<file path="src/sv/wslmm_pkg.sv">
// Shared types, constants and microcode encodings of the wheel speed loop and motor mix.
package wslmm_pkg;

	// Field widths
	localparam int BAL_W      = 24;
	localparam int DRV_W      = 25;
	localparam int CNT_W      = 16;
	localparam int TICK_W     = 5;
	localparam int ERR_W      = 13;
	localparam int ESUM_W     = 32;
	localparam int CFG_IDX_W  = 3;
	localparam int CFG_DATA_W = 23;
	localparam int LIM_W      = 23;
	localparam int TGT_W      = 13;
	localparam int ELIM_W     = 12;
	localparam int GAIN_W     = 16;

	// Shared multiplier: unsigned gain or tick factor by a signed operand
	localparam int MA_W   = GAIN_W + 1;
	localparam int MB_W   = ESUM_W + 1;
	localparam int PROD_W = MA_W + MB_W;

	// Interpolation divider: radix-8 digits over the product magnitude
	localparam int MAG_W      = 30;
	localparam int DIG_W      = 3;
	localparam int DIV_DIGITS = MAG_W / DIG_W;
	localparam int DCNT_W     = $clog2(DIV_DIGITS);
	localparam int RX_W       = TICK_W + DIG_W;

	// Microcode addressing
	localparam int STEP_W = 4;

	// Register indexes
	localparam logic [CFG_IDX_W-1:0] REG_UPRIGHT_MODE = 3'd0;
	localparam logic [CFG_IDX_W-1:0] REG_TARGET_SPEED = 3'd1;
	localparam logic [CFG_IDX_W-1:0] REG_ERROR_LIMIT  = 3'd2;
	localparam logic [CFG_IDX_W-1:0] REG_GAIN_PROP    = 3'd3;
	localparam logic [CFG_IDX_W-1:0] REG_GAIN_INTEG   = 3'd4;
	localparam logic [CFG_IDX_W-1:0] REG_STEP_LIMIT   = 3'd5;
	localparam logic [CFG_IDX_W-1:0] REG_DEAD_BAND    = 3'd6;
	localparam logic [CFG_IDX_W-1:0] REG_DRIVE_LIMIT  = 3'd7;

	// Program step addresses
	localparam logic [STEP_W-1:0] STEP_INTERP   = 4'd0;
	localparam logic [STEP_W-1:0] STEP_DIV_LOAD = 4'd1;
	localparam logic [STEP_W-1:0] STEP_DIV      = 4'd2;
	localparam logic [STEP_W-1:0] STEP_SPEED    = 4'd3;
	localparam logic [STEP_W-1:0] STEP_MIX      = 4'd4;
	localparam logic [STEP_W-1:0] STEP_CLAMP    = 4'd5;
	localparam logic [STEP_W-1:0] STEP_OUT      = 4'd6;
	localparam logic [STEP_W-1:0] STEP_TICK     = 4'd7;
	localparam logic [STEP_W-1:0] STEP_ERR      = 4'd8;
	localparam logic [STEP_W-1:0] STEP_PROP     = 4'd9;
	localparam logic [STEP_W-1:0] STEP_INTEG    = 4'd10;
	localparam logic [STEP_W-1:0] STEP_SUM      = 4'd11;
	localparam logic [STEP_W-1:0] STEP_LIMIT    = 4'd12;
	localparam logic [STEP_W-1:0] STEP_COMMIT   = 4'd13;

	typedef struct packed {
		logic                     upright_mode;
		logic signed [TGT_W-1:0]  target_speed;
		logic [ELIM_W-1:0]        error_limit;
		logic [GAIN_W-1:0]        gain_prop;
		logic [GAIN_W-1:0]        gain_integ;
		logic [LIM_W-1:0]         step_limit;
		logic [LIM_W-1:0]         dead_band;
		logic [LIM_W-1:0]         drive_limit;
	} cfg_t;

	localparam cfg_t CFG_RESET = '{
		upright_mode: 1'b1,
		target_speed: 13'sd0,
		error_limit:  12'd200,
		gain_prop:    16'd77,
		gain_integ:   16'd0,
		step_limit:   23'd10240,
		dead_band:    23'd0,
		drive_limit:  23'd17920
	};

	typedef enum logic [3:0] {
		OP_NOP,
		OP_DIV_LOAD,
		OP_DIV_STEP,
		OP_SPEED,
		OP_MIX,
		OP_CLAMP,
		OP_OUT,
		OP_TICK,
		OP_ERR,
		OP_ESUM,
		OP_COMMIT
	} dp_op_t;

	typedef enum logic [1:0] {
		MUL_OFF,
		MUL_INTERP,
		MUL_PROP,
		MUL_INTEG
	} mul_sel_t;

	typedef enum logic [1:0] {
		ACC_HOLD,
		ACC_LOAD,
		ACC_ADD,
		ACC_LIMIT
	} acc_op_t;

	typedef enum logic [2:0] {
		JMP_NEXT,
		JMP_LOOP,
		JMP_WAIT,
		JMP_SKIP,
		JMP_END
	} jump_t;

	typedef struct packed {
		dp_op_t              op;
		mul_sel_t            mul;
		acc_op_t             acc;
		jump_t               jmp;
		logic [STEP_W-1:0]   target;
	} ucode_word_t;

	typedef struct packed {
		logic div_last;
		logic loop_due;
		logic out_busy;
	} seq_status_t;

	typedef enum logic {
		SEQ_IDLE,
		SEQ_RUN
	} seq_state_t;

endpackage

</file>
<file path="src/sv/wslmm_ifs.sv">
// Channel interfaces: tick samples, motor commands and configuration writes.
interface wslmm_sample_if;
	import wslmm_pkg::*;
	logic                      valid;
	logic                      ready;
	logic signed [BAL_W-1:0]   balance_drive;
	logic signed [BAL_W-1:0]   steer_drive;
	logic signed [CNT_W-1:0]   left_count;
	logic signed [CNT_W-1:0]   right_count;
	logic                      in_transition;

	modport source (output valid, balance_drive, steer_drive, left_count, right_count,
		in_transition, input ready);
	modport sink (input valid, balance_drive, steer_drive, left_count, right_count,
		in_transition, output ready);
endinterface

interface wslmm_command_if;
	import wslmm_pkg::*;
	logic                      valid;
	logic                      ready;
	logic signed [DRV_W-1:0]   left_drive;
	logic signed [DRV_W-1:0]   right_drive;
	logic signed [BAL_W-1:0]   speed_drive;

	modport source (output valid, left_drive, right_drive, speed_drive, input ready);
	modport sink (input valid, left_drive, right_drive, speed_drive, output ready);
endinterface

interface wslmm_cfg_if;
	import wslmm_pkg::*;
	logic                      valid;
	logic                      ready;
	logic [CFG_IDX_W-1:0]      index;
	logic [CFG_DATA_W-1:0]     data;

	modport source (output valid, index, data, input ready);
	modport sink (input valid, index, data, output ready);
endinterface

</file>
<file path="src/sv/wheel_speed_loop_motor_mix_unit.sv">
// Top level of the wheel speed loop and motor mix block.
//
// Channel  Role    Transfer         Payload
// sample   sink    valid & ready    balance_drive, steer_drive, left_count, right_count,
//                                   in_transition
// command  source  valid & ready    left_drive, right_drive, speed_drive
// cfg      sink    valid (ready=1)  index, data
//
// The block takes the next sample only once the program for the last one has ended; the
// program runs the ten radix-8 digits of the interpolation divide, the mix and output
// steps and, on a tick that runs the speed loop, the speed loop steps as well.
// arst_n clears the sequencer, the result valid, the configuration registers and the
// tick counter, previous error, error sum and drive history; working registers have no reset.
// A result still waiting on command holds the program at its output step.
module wheel_speed_loop_motor_mix_unit #(
	parameter int unsigned PERIOD = 20
) (
	input  logic             clk,
	input  logic             arst_n,
	wslmm_sample_if.sink     sample,
	wslmm_command_if.source  command,
	wslmm_cfg_if.sink        cfg
);
	import wslmm_pkg::*;

	cfg_t              cfg_q;
	ucode_word_t       cw;
	seq_status_t       status;
	logic [STEP_W-1:0] step;
	logic              idle;
	logic              run;
	logic              load;

	// Write configuration registers
	always_ff @(posedge clk or negedge arst_n) begin
		if (!arst_n) begin
			cfg_q <= CFG_RESET;
		end else if (cfg.valid && cfg.ready) begin
			unique case (cfg.index)
				REG_UPRIGHT_MODE: cfg_q.upright_mode <= cfg.data[0];
				REG_TARGET_SPEED: cfg_q.target_speed <= cfg.data[TGT_W-1:0];
				REG_ERROR_LIMIT:  cfg_q.error_limit  <= cfg.data[ELIM_W-1:0];
				REG_GAIN_PROP:    cfg_q.gain_prop    <= cfg.data[GAIN_W-1:0];
				REG_GAIN_INTEG:   cfg_q.gain_integ   <= cfg.data[GAIN_W-1:0];
				REG_STEP_LIMIT:   cfg_q.step_limit   <= cfg.data[LIM_W-1:0];
				REG_DEAD_BAND:    cfg_q.dead_band    <= cfg.data[LIM_W-1:0];
				REG_DRIVE_LIMIT:  cfg_q.drive_limit  <= cfg.data[LIM_W-1:0];
				default: begin
				end
			endcase
		end
	end

	assign cfg.ready    = 1'b1;
	assign sample.ready = idle;
	assign load         = sample.valid && idle;

	wslmm_ucode u_ucode (
		.step (step),
		.cw   (cw)
	);

	wslmm_seq u_seq (
		.clk    (clk),
		.arst_n (arst_n),
		.start  (load),
		.cw     (cw),
		.status (status),
		.idle   (idle),
		.run    (run),
		.step   (step)
	);

	wslmm_dp #(
		.PERIOD (PERIOD)
	) u_dp (
		.clk           (clk),
		.arst_n        (arst_n),
		.load          (load),
		.balance_drive (sample.balance_drive),
		.steer_drive   (sample.steer_drive),
		.left_count    (sample.left_count),
		.right_count   (sample.right_count),
		.in_transition (sample.in_transition),
		.cfg           (cfg_q),
		.cw            (cw),
		.run           (run),
		.out_ready     (command.ready),
		.status        (status),
		.out_valid     (command.valid),
		.left_drive    (command.left_drive),
		.right_drive   (command.right_drive),
		.speed_drive   (command.speed_drive)
	);

endmodule

</file>
<file path="src/sv/wslmm_ucode.sv">
// Microcode ROM: one control word per program step.
module wslmm_ucode (
	input  logic [wslmm_pkg::STEP_W-1:0] step,
	output wslmm_pkg::ucode_word_t       cw
);
	import wslmm_pkg::*;

	always_comb begin
		cw = '{op: OP_NOP, mul: MUL_OFF, acc: ACC_HOLD, jmp: JMP_NEXT, target: STEP_INTERP};
		unique case (step)
			// interpolation product (new - old) * (tick + 1)
			STEP_INTERP:   cw.mul = MUL_INTERP;
			STEP_DIV_LOAD: cw.op = OP_DIV_LOAD;
			// one radix-8 digit per pass, loop until the last digit
			STEP_DIV: begin
				cw.op     = OP_DIV_STEP;
				cw.jmp    = JMP_LOOP;
				cw.target = STEP_DIV;
			end
			STEP_SPEED:    cw.op = OP_SPEED;
			STEP_MIX:      cw.op = OP_MIX;
			STEP_CLAMP:    cw.op = OP_CLAMP;
			// hold here while the previous result is still waiting
			STEP_OUT: begin
				cw.op  = OP_OUT;
				cw.jmp = JMP_WAIT;
			end
			// end the program unless the speed loop is due
			STEP_TICK: begin
				cw.op  = OP_TICK;
				cw.jmp = JMP_SKIP;
			end
			STEP_ERR:      cw.op = OP_ERR;
			STEP_PROP: begin
				cw.op  = OP_ESUM;
				cw.mul = MUL_PROP;
			end
			STEP_INTEG: begin
				cw.mul = MUL_INTEG;
				cw.acc = ACC_LOAD;
			end
			STEP_SUM:      cw.acc = ACC_ADD;
			STEP_LIMIT:    cw.acc = ACC_LIMIT;
			STEP_COMMIT: begin
				cw.op  = OP_COMMIT;
				cw.jmp = JMP_END;
			end
			default:       cw.jmp = JMP_END;
		endcase
	end

endmodule

</file>
<file path="src/sv/wslmm_seq.sv">
// Program sequencer: step counter with conditional jumps and output stall.
module wslmm_seq (
	input  logic                         clk,
	input  logic                         arst_n,
	input  logic                         start,
	input  wslmm_pkg::ucode_word_t       cw,
	input  wslmm_pkg::seq_status_t       status,
	output logic                         idle,
	output logic                         run,
	output logic [wslmm_pkg::STEP_W-1:0] step
);
	import wslmm_pkg::*;

	seq_state_t        state_q, state_d;
	logic [STEP_W-1:0] step_q, step_d;

	// Hold state and step counter
	always_ff @(posedge clk or negedge arst_n) begin
		if (!arst_n) begin
			state_q <= SEQ_IDLE;
			step_q  <= STEP_INTERP;
		end else begin
			state_q <= state_d;
			step_q  <= step_d;
		end
	end

	// Advance, loop, wait or end according to the control word
	always_comb begin
		state_d = state_q;
		step_d  = step_q;
		run     = 1'b0;
		unique case (state_q)
			SEQ_IDLE: begin
				if (start) begin
					state_d = SEQ_RUN;
					step_d  = STEP_INTERP;
				end
			end
			SEQ_RUN: begin
				run = 1'b1;
				unique case (cw.jmp)
					JMP_NEXT: step_d = step_q + 1'b1;
					JMP_LOOP: step_d = status.div_last ? step_q + 1'b1 : cw.target;
					JMP_WAIT: begin
						if (status.out_busy) begin
							run = 1'b0;
						end else begin
							step_d = step_q + 1'b1;
						end
					end
					JMP_SKIP: begin
						if (status.loop_due) begin
							step_d = step_q + 1'b1;
						end else begin
							state_d = SEQ_IDLE;
						end
					end
					JMP_END: state_d = SEQ_IDLE;
					default: state_d = SEQ_IDLE;
				endcase
			end
			default: state_d = SEQ_IDLE;
		endcase
	end

	assign idle = (state_q == SEQ_IDLE);
	assign step = step_q;

endmodule

</file>
<file path="src/sv/wslmm_dp.sv">
// Datapath: shared multiplier, radix-8 divider, mix and speed loop registers.
module wslmm_dp #(
	parameter int unsigned PERIOD = 20
) (
	input  logic                                clk,
	input  logic                                arst_n,
	input  logic                                load,
	input  logic signed [wslmm_pkg::BAL_W-1:0]  balance_drive,
	input  logic signed [wslmm_pkg::BAL_W-1:0]  steer_drive,
	input  logic signed [wslmm_pkg::CNT_W-1:0]  left_count,
	input  logic signed [wslmm_pkg::CNT_W-1:0]  right_count,
	input  logic                                in_transition,
	input  wslmm_pkg::cfg_t                     cfg,
	input  wslmm_pkg::ucode_word_t              cw,
	input  logic                                run,
	input  logic                                out_ready,
	output wslmm_pkg::seq_status_t              status,
	output logic                                out_valid,
	output logic signed [wslmm_pkg::DRV_W-1:0]  left_drive,
	output logic signed [wslmm_pkg::DRV_W-1:0]  right_drive,
	output logic signed [wslmm_pkg::BAL_W-1:0]  speed_drive
);
	import wslmm_pkg::*;

	localparam int TW1 = TICK_W + 1;
	localparam int MW  = BAL_W + 2;
	localparam int EW  = CNT_W + 2;
	localparam logic [TW1-1:0] PERIOD_X = TW1'(PERIOD);

	// captured tick
	logic signed [BAL_W-1:0]  bal_q, steer_q;
	logic signed [CNT_W-1:0]  lc_q, rc_q;
	logic                     trans_q;

	// loop state
	logic [TICK_W-1:0]        tick_q;
	logic signed [ERR_W-1:0]  prev_err_q, err_q;
	logic signed [ESUM_W-1:0] esum_q;
	logic signed [BAL_W-1:0]  old_q, new_q;

	// working registers
	logic signed [PROD_W-1:0] prod_q, acc_q;
	logic [MAG_W-1:0]         dvd_q, quo_q;
	logic [TICK_W-1:0]        rem_q;
	logic                     neg_q;
	logic [DCNT_W-1:0]        dcnt_q;
	logic signed [BAL_W-1:0]  speed_q;
	logic signed [MW-1:0]     mix_q;
	logic                     out_valid_q;
	logic signed [DRV_W-1:0]  left_q, right_q;
	logic signed [BAL_W-1:0]  speed_out_q;

	// combinational values
	logic                     mode;
	logic [TW1-1:0]           tick_inc;
	logic                     loop_due;
	logic signed [BAL_W:0]    diff;
	logic signed [ERR_W:0]    ediff;
	logic signed [MA_W-1:0]   ma;
	logic signed [MB_W-1:0]   mb;
	logic signed [PROD_W-1:0] mul_res, pmag;
	logic [RX_W-1:0]          rx, sub, rem_next;
	logic [DIG_W-1:0]         dig;
	logic signed [BAL_W:0]    qmag, qs, spd_sum, bal_x, spd_x, mix0;
	logic signed [MW-1:0]     m_ext, db_x, mix_d, dl_x, clamp_d, st_x, lsum, rsum;
	logic signed [DRV_W-1:0]  left_d, right_d;
	logic signed [CNT_W:0]    csum;
	logic signed [CNT_W-1:0]  avg;
	logic signed [EW-1:0]     e_raw, el_x, err_d;
	logic signed [ESUM_W:0]   es_sum;
	logic signed [ESUM_W-1:0] esum_d;
	logic signed [PROD_W-1:0] sl_x, acc_lim, new_x, cv;
	logic                     cv_fits;
	logic signed [BAL_W-1:0]  commit_d;

	assign mode = cfg.upright_mode;

	// Select multiplier operands and form the product
	always_comb begin
		tick_inc = {1'b0, tick_q} + TW1'(1);
		loop_due = (tick_inc >= PERIOD_X);
		diff     = {new_q[BAL_W-1], new_q} - {old_q[BAL_W-1], old_q};
		ediff    = {err_q[ERR_W-1], err_q} - {prev_err_q[ERR_W-1], prev_err_q};
		ma       = '0;
		mb       = '0;
		unique case (cw.mul)
			MUL_INTERP: begin
				ma = {{(MA_W-TW1){1'b0}}, tick_inc};
				mb = {{(MB_W-BAL_W-1){diff[BAL_W]}}, diff};
			end
			MUL_PROP: begin
				ma = {1'b0, cfg.gain_prop};
				mb = mode ? {{(MB_W-ERR_W){err_q[ERR_W-1]}}, err_q}
				          : {{(MB_W-ERR_W-1){ediff[ERR_W]}}, ediff};
			end
			MUL_INTEG: begin
				ma = {1'b0, cfg.gain_integ};
				mb = mode ? {esum_q[ESUM_W-1], esum_q}
				          : {{(MB_W-ERR_W){err_q[ERR_W-1]}}, err_q};
			end
			default: begin
				ma = '0;
				mb = '0;
			end
		endcase
		mul_res = ma * mb;
	end

	// Pick the next quotient digit from the multiples of the period
	always_comb begin
		pmag = prod_q[PROD_W-1] ? -prod_q : prod_q;
		rx   = {rem_q, dvd_q[MAG_W-1 -: DIG_W]};
		dig  = '0;
		sub  = '0;
		for (int k = 1; k < (1 << DIG_W); k++) begin
			if (rx >= RX_W'(k * PERIOD)) begin
				dig = DIG_W'(k);
				sub = RX_W'(k * PERIOD);
			end
		end
		rem_next = rx - sub;
	end

	// Speed drive, mix, dead band, drive clamp and steering
	always_comb begin
		qmag    = {1'b0, quo_q[BAL_W-1:0]};
		qs      = neg_q ? -qmag : qmag;
		spd_sum = {old_q[BAL_W-1], old_q} + qs;

		bal_x = {bal_q[BAL_W-1], bal_q};
		spd_x = {speed_q[BAL_W-1], speed_q};
		if (trans_q) begin
			mix0 = bal_x;
		end else if (mode) begin
			mix0 = bal_x - spd_x;
		end else begin
			mix0 = bal_x + spd_x;
		end
		m_ext = {mix0[BAL_W], mix0};
		db_x  = {{(MW-LIM_W){1'b0}}, cfg.dead_band};
		if (mix0 > 0) begin
			mix_d = m_ext + db_x;
		end else if (mix0 < 0) begin
			mix_d = m_ext - db_x;
		end else begin
			mix_d = m_ext;
		end

		dl_x = {{(MW-LIM_W){1'b0}}, cfg.drive_limit};
		if (mix_q > dl_x) begin
			clamp_d = dl_x;
		end else if (mix_q < -dl_x) begin
			clamp_d = -dl_x;
		end else begin
			clamp_d = mix_q;
		end

		st_x = {{(MW-BAL_W){steer_q[BAL_W-1]}}, steer_q};
		lsum = mix_q - st_x;
		rsum = mix_q + st_x;
		left_d  = (lsum[MW-1] != lsum[MW-2]) ? {lsum[MW-1], {(DRV_W-1){~lsum[MW-1]}}}
		                                     : lsum[DRV_W-1:0];
		right_d = (rsum[MW-1] != rsum[MW-2]) ? {rsum[MW-1], {(DRV_W-1){~rsum[MW-1]}}}
		                                     : rsum[DRV_W-1:0];
	end

	// Speed error, error sum, step limit and result saturation
	always_comb begin
		csum  = {lc_q[CNT_W-1], lc_q} + {rc_q[CNT_W-1], rc_q};
		avg   = csum[CNT_W:1];
		e_raw = {{(EW-TGT_W){cfg.target_speed[TGT_W-1]}}, cfg.target_speed}
		      - {{(EW-CNT_W){avg[CNT_W-1]}}, avg};
		el_x  = {{(EW-ELIM_W){1'b0}}, cfg.error_limit};
		if (e_raw > el_x) begin
			err_d = el_x;
		end else if (e_raw < -el_x) begin
			err_d = -el_x;
		end else begin
			err_d = e_raw;
		end

		es_sum = {esum_q[ESUM_W-1], esum_q} + {{(ESUM_W-ERR_W+1){err_q[ERR_W-1]}}, err_q};
		esum_d = (es_sum[ESUM_W] != es_sum[ESUM_W-1])
		       ? {es_sum[ESUM_W], {(ESUM_W-1){~es_sum[ESUM_W]}}} : es_sum[ESUM_W-1:0];

		sl_x = {{(PROD_W-LIM_W){1'b0}}, cfg.step_limit};
		if (acc_q > sl_x) begin
			acc_lim = sl_x;
		end else if (acc_q < -sl_x) begin
			acc_lim = -sl_x;
		end else begin
			acc_lim = acc_q;
		end

		new_x    = {{(PROD_W-BAL_W){new_q[BAL_W-1]}}, new_q};
		cv       = mode ? acc_q : acc_q + new_x;
		cv_fits  = (&cv[PROD_W-1:BAL_W-1]) || ~(|cv[PROD_W-1:BAL_W-1]);
		commit_d = cv_fits ? cv[BAL_W-1:0] : {cv[PROD_W-1], {(BAL_W-1){~cv[PROD_W-1]}}};
	end

	// Loop state and result valid
	always_ff @(posedge clk or negedge arst_n) begin
		if (!arst_n) begin
			tick_q      <= '0;
			prev_err_q  <= '0;
			esum_q      <= '0;
			old_q       <= '0;
			new_q       <= '0;
			out_valid_q <= 1'b0;
		end else begin
			if (out_valid_q && out_ready) begin
				out_valid_q <= 1'b0;
			end
			if (run) begin
				unique case (cw.op)
					OP_OUT:  out_valid_q <= 1'b1;
					OP_TICK: tick_q <= loop_due ? '0 : tick_inc[TICK_W-1:0];
					OP_ESUM: begin
						if (mode) begin
							esum_q <= esum_d;
						end
					end
					OP_COMMIT: begin
						old_q      <= new_q;
						new_q      <= commit_d;
						prev_err_q <= err_q;
					end
					default: begin
					end
				endcase
			end
		end
	end

	// Working registers and captured tick
	always_ff @(posedge clk) begin
		if (load) begin
			bal_q   <= balance_drive;
			steer_q <= steer_drive;
			lc_q    <= left_count;
			rc_q    <= right_count;
			trans_q <= in_transition;
		end
		if (run) begin
			if (cw.mul != MUL_OFF) begin
				prod_q <= mul_res;
			end
			unique case (cw.acc)
				ACC_LOAD:  acc_q <= prod_q;
				ACC_ADD:   acc_q <= acc_q + prod_q;
				ACC_LIMIT: begin
					if (!mode) begin
						acc_q <= acc_lim;
					end
				end
				default: begin
				end
			endcase
			unique case (cw.op)
				OP_DIV_LOAD: begin
					dvd_q  <= pmag[MAG_W-1:0];
					neg_q  <= prod_q[PROD_W-1];
					rem_q  <= '0;
					quo_q  <= '0;
					dcnt_q <= DCNT_W'(DIV_DIGITS - 1);
				end
				OP_DIV_STEP: begin
					rem_q  <= rem_next[TICK_W-1:0];
					quo_q  <= {quo_q[MAG_W-DIG_W-1:0], dig};
					dvd_q  <= {dvd_q[MAG_W-DIG_W-1:0], {DIG_W{1'b0}}};
					dcnt_q <= dcnt_q - 1'b1;
				end
				OP_SPEED: speed_q <= spd_sum[BAL_W-1:0];
				OP_MIX:   mix_q <= mix_d;
				OP_CLAMP: mix_q <= clamp_d;
				OP_OUT: begin
					left_q      <= left_d;
					right_q     <= right_d;
					speed_out_q <= speed_q;
				end
				OP_ERR:   err_q <= err_d[ERR_W-1:0];
				default: begin
				end
			endcase
		end
	end

	assign status.div_last = (dcnt_q == '0);
	assign status.loop_due = loop_due;
	assign status.out_busy = out_valid_q && !out_ready;

	assign out_valid   = out_valid_q;
	assign left_drive  = left_q;
	assign right_drive = right_q;
	assign speed_drive = speed_out_q;

endmodule

</file>
<file path="src/flat_wrapper.sv">
// flat-port wrapper written by rule: the top's interface ports become plain ports
module wheel_speed_loop_motor_mix_unit_flat import wslmm_pkg::*;
#(
	parameter int unsigned PERIOD = 20
)
  (clk, arst_n, sample_valid, sample_balance_drive, sample_steer_drive, sample_left_count, sample_right_count, sample_in_transition, sample_ready, command_valid, command_left_drive, command_right_drive, command_speed_drive, command_ready, cfg_valid, cfg_index, cfg_data, cfg_ready);
  wslmm_sample_if sample_i ();
  wslmm_command_if command_i ();
  wslmm_cfg_if cfg_i ();
  input  logic clk;
  input  logic arst_n;
  input wire logic [$bits(sample_i.valid)-1:0] sample_valid;
  input wire logic [$bits(sample_i.balance_drive)-1:0] sample_balance_drive;
  input wire logic [$bits(sample_i.steer_drive)-1:0] sample_steer_drive;
  input wire logic [$bits(sample_i.left_count)-1:0] sample_left_count;
  input wire logic [$bits(sample_i.right_count)-1:0] sample_right_count;
  input wire logic [$bits(sample_i.in_transition)-1:0] sample_in_transition;
  output wire logic [$bits(sample_i.ready)-1:0] sample_ready;
  output wire logic [$bits(command_i.valid)-1:0] command_valid;
  output wire logic [$bits(command_i.left_drive)-1:0] command_left_drive;
  output wire logic [$bits(command_i.right_drive)-1:0] command_right_drive;
  output wire logic [$bits(command_i.speed_drive)-1:0] command_speed_drive;
  input wire logic [$bits(command_i.ready)-1:0] command_ready;
  input wire logic [$bits(cfg_i.valid)-1:0] cfg_valid;
  input wire logic [$bits(cfg_i.index)-1:0] cfg_index;
  input wire logic [$bits(cfg_i.data)-1:0] cfg_data;
  output wire logic [$bits(cfg_i.ready)-1:0] cfg_ready;
  assign sample_i.valid = sample_valid;
  assign sample_i.balance_drive = sample_balance_drive;
  assign sample_i.steer_drive = sample_steer_drive;
  assign sample_i.left_count = sample_left_count;
  assign sample_i.right_count = sample_right_count;
  assign sample_i.in_transition = sample_in_transition;
  assign sample_ready = sample_i.ready;
  assign command_valid = command_i.valid;
  assign command_left_drive = command_i.left_drive;
  assign command_right_drive = command_i.right_drive;
  assign command_speed_drive = command_i.speed_drive;
  assign command_i.ready = command_ready;
  assign cfg_i.valid = cfg_valid;
  assign cfg_i.index = cfg_index;
  assign cfg_i.data = cfg_data;
  assign cfg_ready = cfg_i.ready;
  wheel_speed_loop_motor_mix_unit #(.PERIOD(PERIOD)) u_core (.clk(clk), .arst_n(arst_n), .sample(sample_i), .command(command_i), .cfg(cfg_i));
endmodule
</file>
<file path="config.mk">
export PLATFORM = sky130hd
export DESIGN_NAME = wheel_speed_loop_motor_mix_unit_flat
export DESIGN_NICKNAME = d
export VERILOG_FILES = /design/src/sv/wslmm_pkg.sv /design/src/sv/wslmm_ifs.sv /design/src/sv/wheel_speed_loop_motor_mix_unit.sv /design/src/sv/wslmm_ucode.sv /design/src/sv/wslmm_seq.sv /design/src/sv/wslmm_dp.sv /design/src/flat_wrapper.sv
export SDC_FILE = /design/constraint.sdc
export NUM_CORES = 2
export LEC_CHECK = 0
export ABC_AREA = 1
export BUFFER_PORTS_ARGS = -buffer_cell sky130_fd_sc_hd__buf_2
export CORE_MARGIN = 3
export CORE_UTILIZATION = 55
export CTS_CLUSTER_DIAMETER = 60
export DETAILED_ROUTE_END_ITERATION = 8
export GPL_ROUTABILITY_DRIVEN = 0
export PLACE_DENSITY = 0.76
export REMOVE_ABC_BUFFERS = 1
export SLEW_MARGIN = 20
export SYNTH_ARGS = -nofsm -noshare
export SYNTH_HDL_FRONTEND = slang
export SYNTH_SLANG_ARGS = --single-unit
</file>
<file path="constraint.sdc">
create_clock -name clk -period 8.24 [get_ports clk]
set_clock_uncertainty 0.15 [all_clocks]
set_input_delay 0.824 -clock clk [delete_from_list [all_inputs] [get_ports clk]]
set_output_delay 0.824 -clock clk [all_outputs]
set_load 0.005 [all_outputs]
</file>
==> impl_metrics.env <==
export IMPL_status="complete, but fails checks"
export IMPL_violations="negative hold slack"
export IMPL_yosys_warnings=0
export IMPL_pwr_share_clk_pct=15.0
export IMPL_core_um2=126000
export IMPL_row_count=130
export IMPL_dr_pass1_iters=6
export IMPL_final_period_utilization_pct=98.6
export IMPL_synthTopCellsByCount="1963 x nand2_1, 1665 x inv_1, 773 x nor2_1, 641 x a21oi_1, 623 x ha_1"
export IMPL_slew_violations=0
export IMPL_yosys_area_top_type_share_pct=16.3
export IMPL_synthTopCellsByArea="edfxtp_1 16%, fa_1 14%, ha_1 11%"
export IMPL_drcViolationCount=0
export IMPL_critPathSlowestCell="fa_1"
export IMPL_die_w_um=363
export IMPL_wl_met1_um=82000
export IMPL_hpwl_um=175000
export IMPL_wirelength_um=220000
export IMPL_synth_largest_area_cell="edfxtp_1"
export IMPL_path_max_fanout=7
export IMPL_wl_per_cell_um=19.4
export IMPL_final_nets=10900
export IMPL_detail_route_antenna_nets=0
export IMPL_antenna_found_initial=6
export IMPL_worst_slew_pin_slew_ps=1160
export IMPL_crit_path_start_kind="register"
export IMPL_yosysSeqAreaShare_pct=24.6
export IMPL_start_util_pct=55.6
export IMPL_regToRegStartpoint="u_core.u_dp.new_q[2]"
export IMPL_clock_sinks=613
export IMPL_irDropWorstVdd_uv=216
export IMPL_maxCapViolCount=0
export IMPL_cts_tree="done"
export IMPL_grt_pass1_vias=64900
export IMPL_grt_usage_pct=32.6
export IMPL_avgViaCountPerCell=5.80
export IMPL_crit_arrival_ps=8410
export IMPL_numCtsBuffers=83
export IMPL_dr_max_layer_used="met5"
export IMPL_wl_met2_um=103000
export IMPL_crit_path_frequent_cell="fa_1"
export IMPL_drt_iter0_drc=6733
export IMPL_holdWs_ps=-8.62
export IMPL_setup_viol=0
export IMPL_power_leakage_nw=39.1
export IMPL_path_class="register to register"
export IMPL_vias=66000
export IMPL_drive_gt1_share_pct=12.5
export IMPL_clk_pin_slew_worst_paths_ps=60
export IMPL_clockBufferDepth=3
export IMPL_swShare_pct=50.0
export IMPL_worstPathRequired_ps=8530
export IMPL_max_stage_delay_ps=620
export IMPL_grt_pass1_wl_um=342000
export IMPL_hold_viol_final=5
export IMPL_insertion_delay_ps=700
export IMPL_ys_types=80
export IMPL_tns_ps=0
export IMPL_rsz0062_at_grt="true"
export IMPL_synth_cell_area_um2=70200
export IMPL_max_slew_margin_pct=21.9
export IMPL_critPathCaptureType="register"
export IMPL_max_freq_mhz=123
export IMPL_die_area_um2=132000
export IMPL_r2r_end="u_core.u_dp.prod_q[43]"
export IMPL_switchingPower_mw=12.3
export IMPL_htree_levels=3
export IMPL_io_pins=189
export IMPL_syn_to_final_growth_pct=12.7
export IMPL_die_h_um=363
export IMPL_async_flop_share_pct=37.7
export IMPL_ctsRootBufferMaster="clkbuf_16"
export IMPL_holdBufCountCts=0
export IMPL_pwr_share_seq_pct=21.3
export IMPL_grt_max_degree=127
export IMPL_ys_seq_elements=613
export IMPL_wl_met3_um=21200
export IMPL_powerDensity_nw_per_um2=311
export IMPL_intPower_mw=12.3
export IMPL_grt_ovfl_total=0
export IMPL_power_mw=24.6
export IMPL_ys_flop_type="edfxtp_1"
export IMPL_portBuffers=187
export IMPL_combPwrFrac_pct=63.6
export IMPL_r2r_slack_ps=120
export IMPL_period_needed_ps=8120
export IMPL_synth_edff_count=382
export IMPL_synth_most_common_cell="nand2_1"
export IMPL_synth_avg_cell_area_um2=7.58
export IMPL_hp_class="primary input to async pin"
export IMPL_netlist_instances=9263
export IMPL_rr_worst_depth=37
==> worst max-delay path by stage <==
stage                         startpoint                     end  slack (ps)  cells after the start
floorplan              u_core.cfg_q[126]  u_core.u_dp.prod_q[49]       -1290                     30
global placement    u_core.u_dp.old_q[2]  u_core.u_dp.prod_q[49]         -90                     42
detailed placement  u_core.u_dp.old_q[2]  u_core.u_dp.prod_q[43]        -250                     42
CTS                 u_core.u_dp.old_q[2]  u_core.u_dp.prod_q[45]           2                     41
global route        u_core.u_dp.new_q[0]  u_core.u_dp.prod_q[45]        -220                     42
finish              u_core.u_dp.new_q[2]  u_core.u_dp.prod_q[43]         120                     37
==> repair_timing <==
item	4_1_cts	5_1_grt
buffers inserted	7	47
resized for setup	29	305
cloned	0	0
pin swaps	6	135
endpoints found under the setup margin	18	33
==> power groups by stage <==
| stage | logic (mW) | clock network (mW) | registers, mW |
|---|---|---|---|
| final | 15.7 | 3.70 | 5.25 |
| after global routing | 17.3 | 3.88 | 5.29 |
| after CTS | 14.7 | 3.74 | 5.21 |
| after detailed placement | 14.5 | 0 | 5.26 |
| after global placement | 14.1 | 0 | 5.25 |
| after floorplan | 9.92 | 0 | 5.03 |
==> stage by stage <==
step	instances	util [%]	setup slack [ps]	area (um2)
after detailed placement	11200	59.0	-248	74500
after global routing	11400	62.7	-219	79100
final	11400	62.7	118	79100
after floorplan	9026	-	-1290	69100
after CTS	11300	61.4	2.46	77500
after global placement	11200	59.0	-90.8	74500
==> layout by cell type, fill, tap and decap left out, types with 72 or more instances in the layout <==
master     netlist  final
nand2_1       1963   1938
inv_1         1665   1618
nor2_1         773    742
a21oi_1        641    604
ha_1           623    587
o21ai_0        593    568
fa_1           507    492
edfxtp_1       382    382
nand3_1        378    360
buf_4            8    331
xor2_1         278    278
dfrtp_1        218    218
buf_2           79    186
xnor2_1         92     92
nor3_1          90     86
clkbuf_16        0     85
inv_2           44     83
a31oi_1         85     75
nand4_1         73     73
o21ai_1         60     72
==> registers in the layout (all words and copies together), names as in the netlist, 25 cells and up <==
register / cells
u_core.cfg_q: 127
u_core.u_dp.acc_q: 50
u_core.u_dp.prod_q: 50
u_core.u_dp.esum_q: 32
u_core.u_dp.dvd_q: 30
u_core.u_dp.mix_q: 26
u_core.u_dp.left_drive: 25
u_core.u_dp.right_drive: 25
==> worst max-delay path: cells and delay by family, from the launching register on <==
kind / cells / cell delay, ps
xor gates and xnor gates: 1 / 110
and+or+nand+nor: 6 / 440
adders and majority gates: 8 / 3590
DFF: 1 / 430
AOI/OAI and AO/OA: 13 / 2090
buffers and inverters: 9 / 1070
==> cell type report <==
| class | instances | area [um2] |
|---|---|---|
| diodes | 1 | 2.50 |
| clock buffers | 99 | 2190 |
| clock inverters | 57 | 642 |
| fillers | 10600 | 47100 |
| inverters | 1715 | 6470 |
| multi-input cells | 6698 | 46600 |
| flip-flops and latches | 613 | 17300 |
| well taps | 1650 | 2060 |
| repair buffers | 547 | 3820 |
==> logic make-up after synthesis <==
group | share of synthesized area [%]
AND/OR/NAND/NOR | 20.9
buffers and inverters | 10.7
AO/OA/AOI/OAI | 13.5
adder cells (fa/ha/maj) | 25.6
flip-flops | 24.6
XOR/XNOR | 4.64
other | 0.00534
==> per-layer routing <==
metal	track usage, %	vias to the layer above
met3	6.87	847
met4	17.7	4
met2	54.8	3367
li1	-	30600
met1	39.2	31200
met5	0	-
Note: power is estimated with default switching activity, not from simulation.
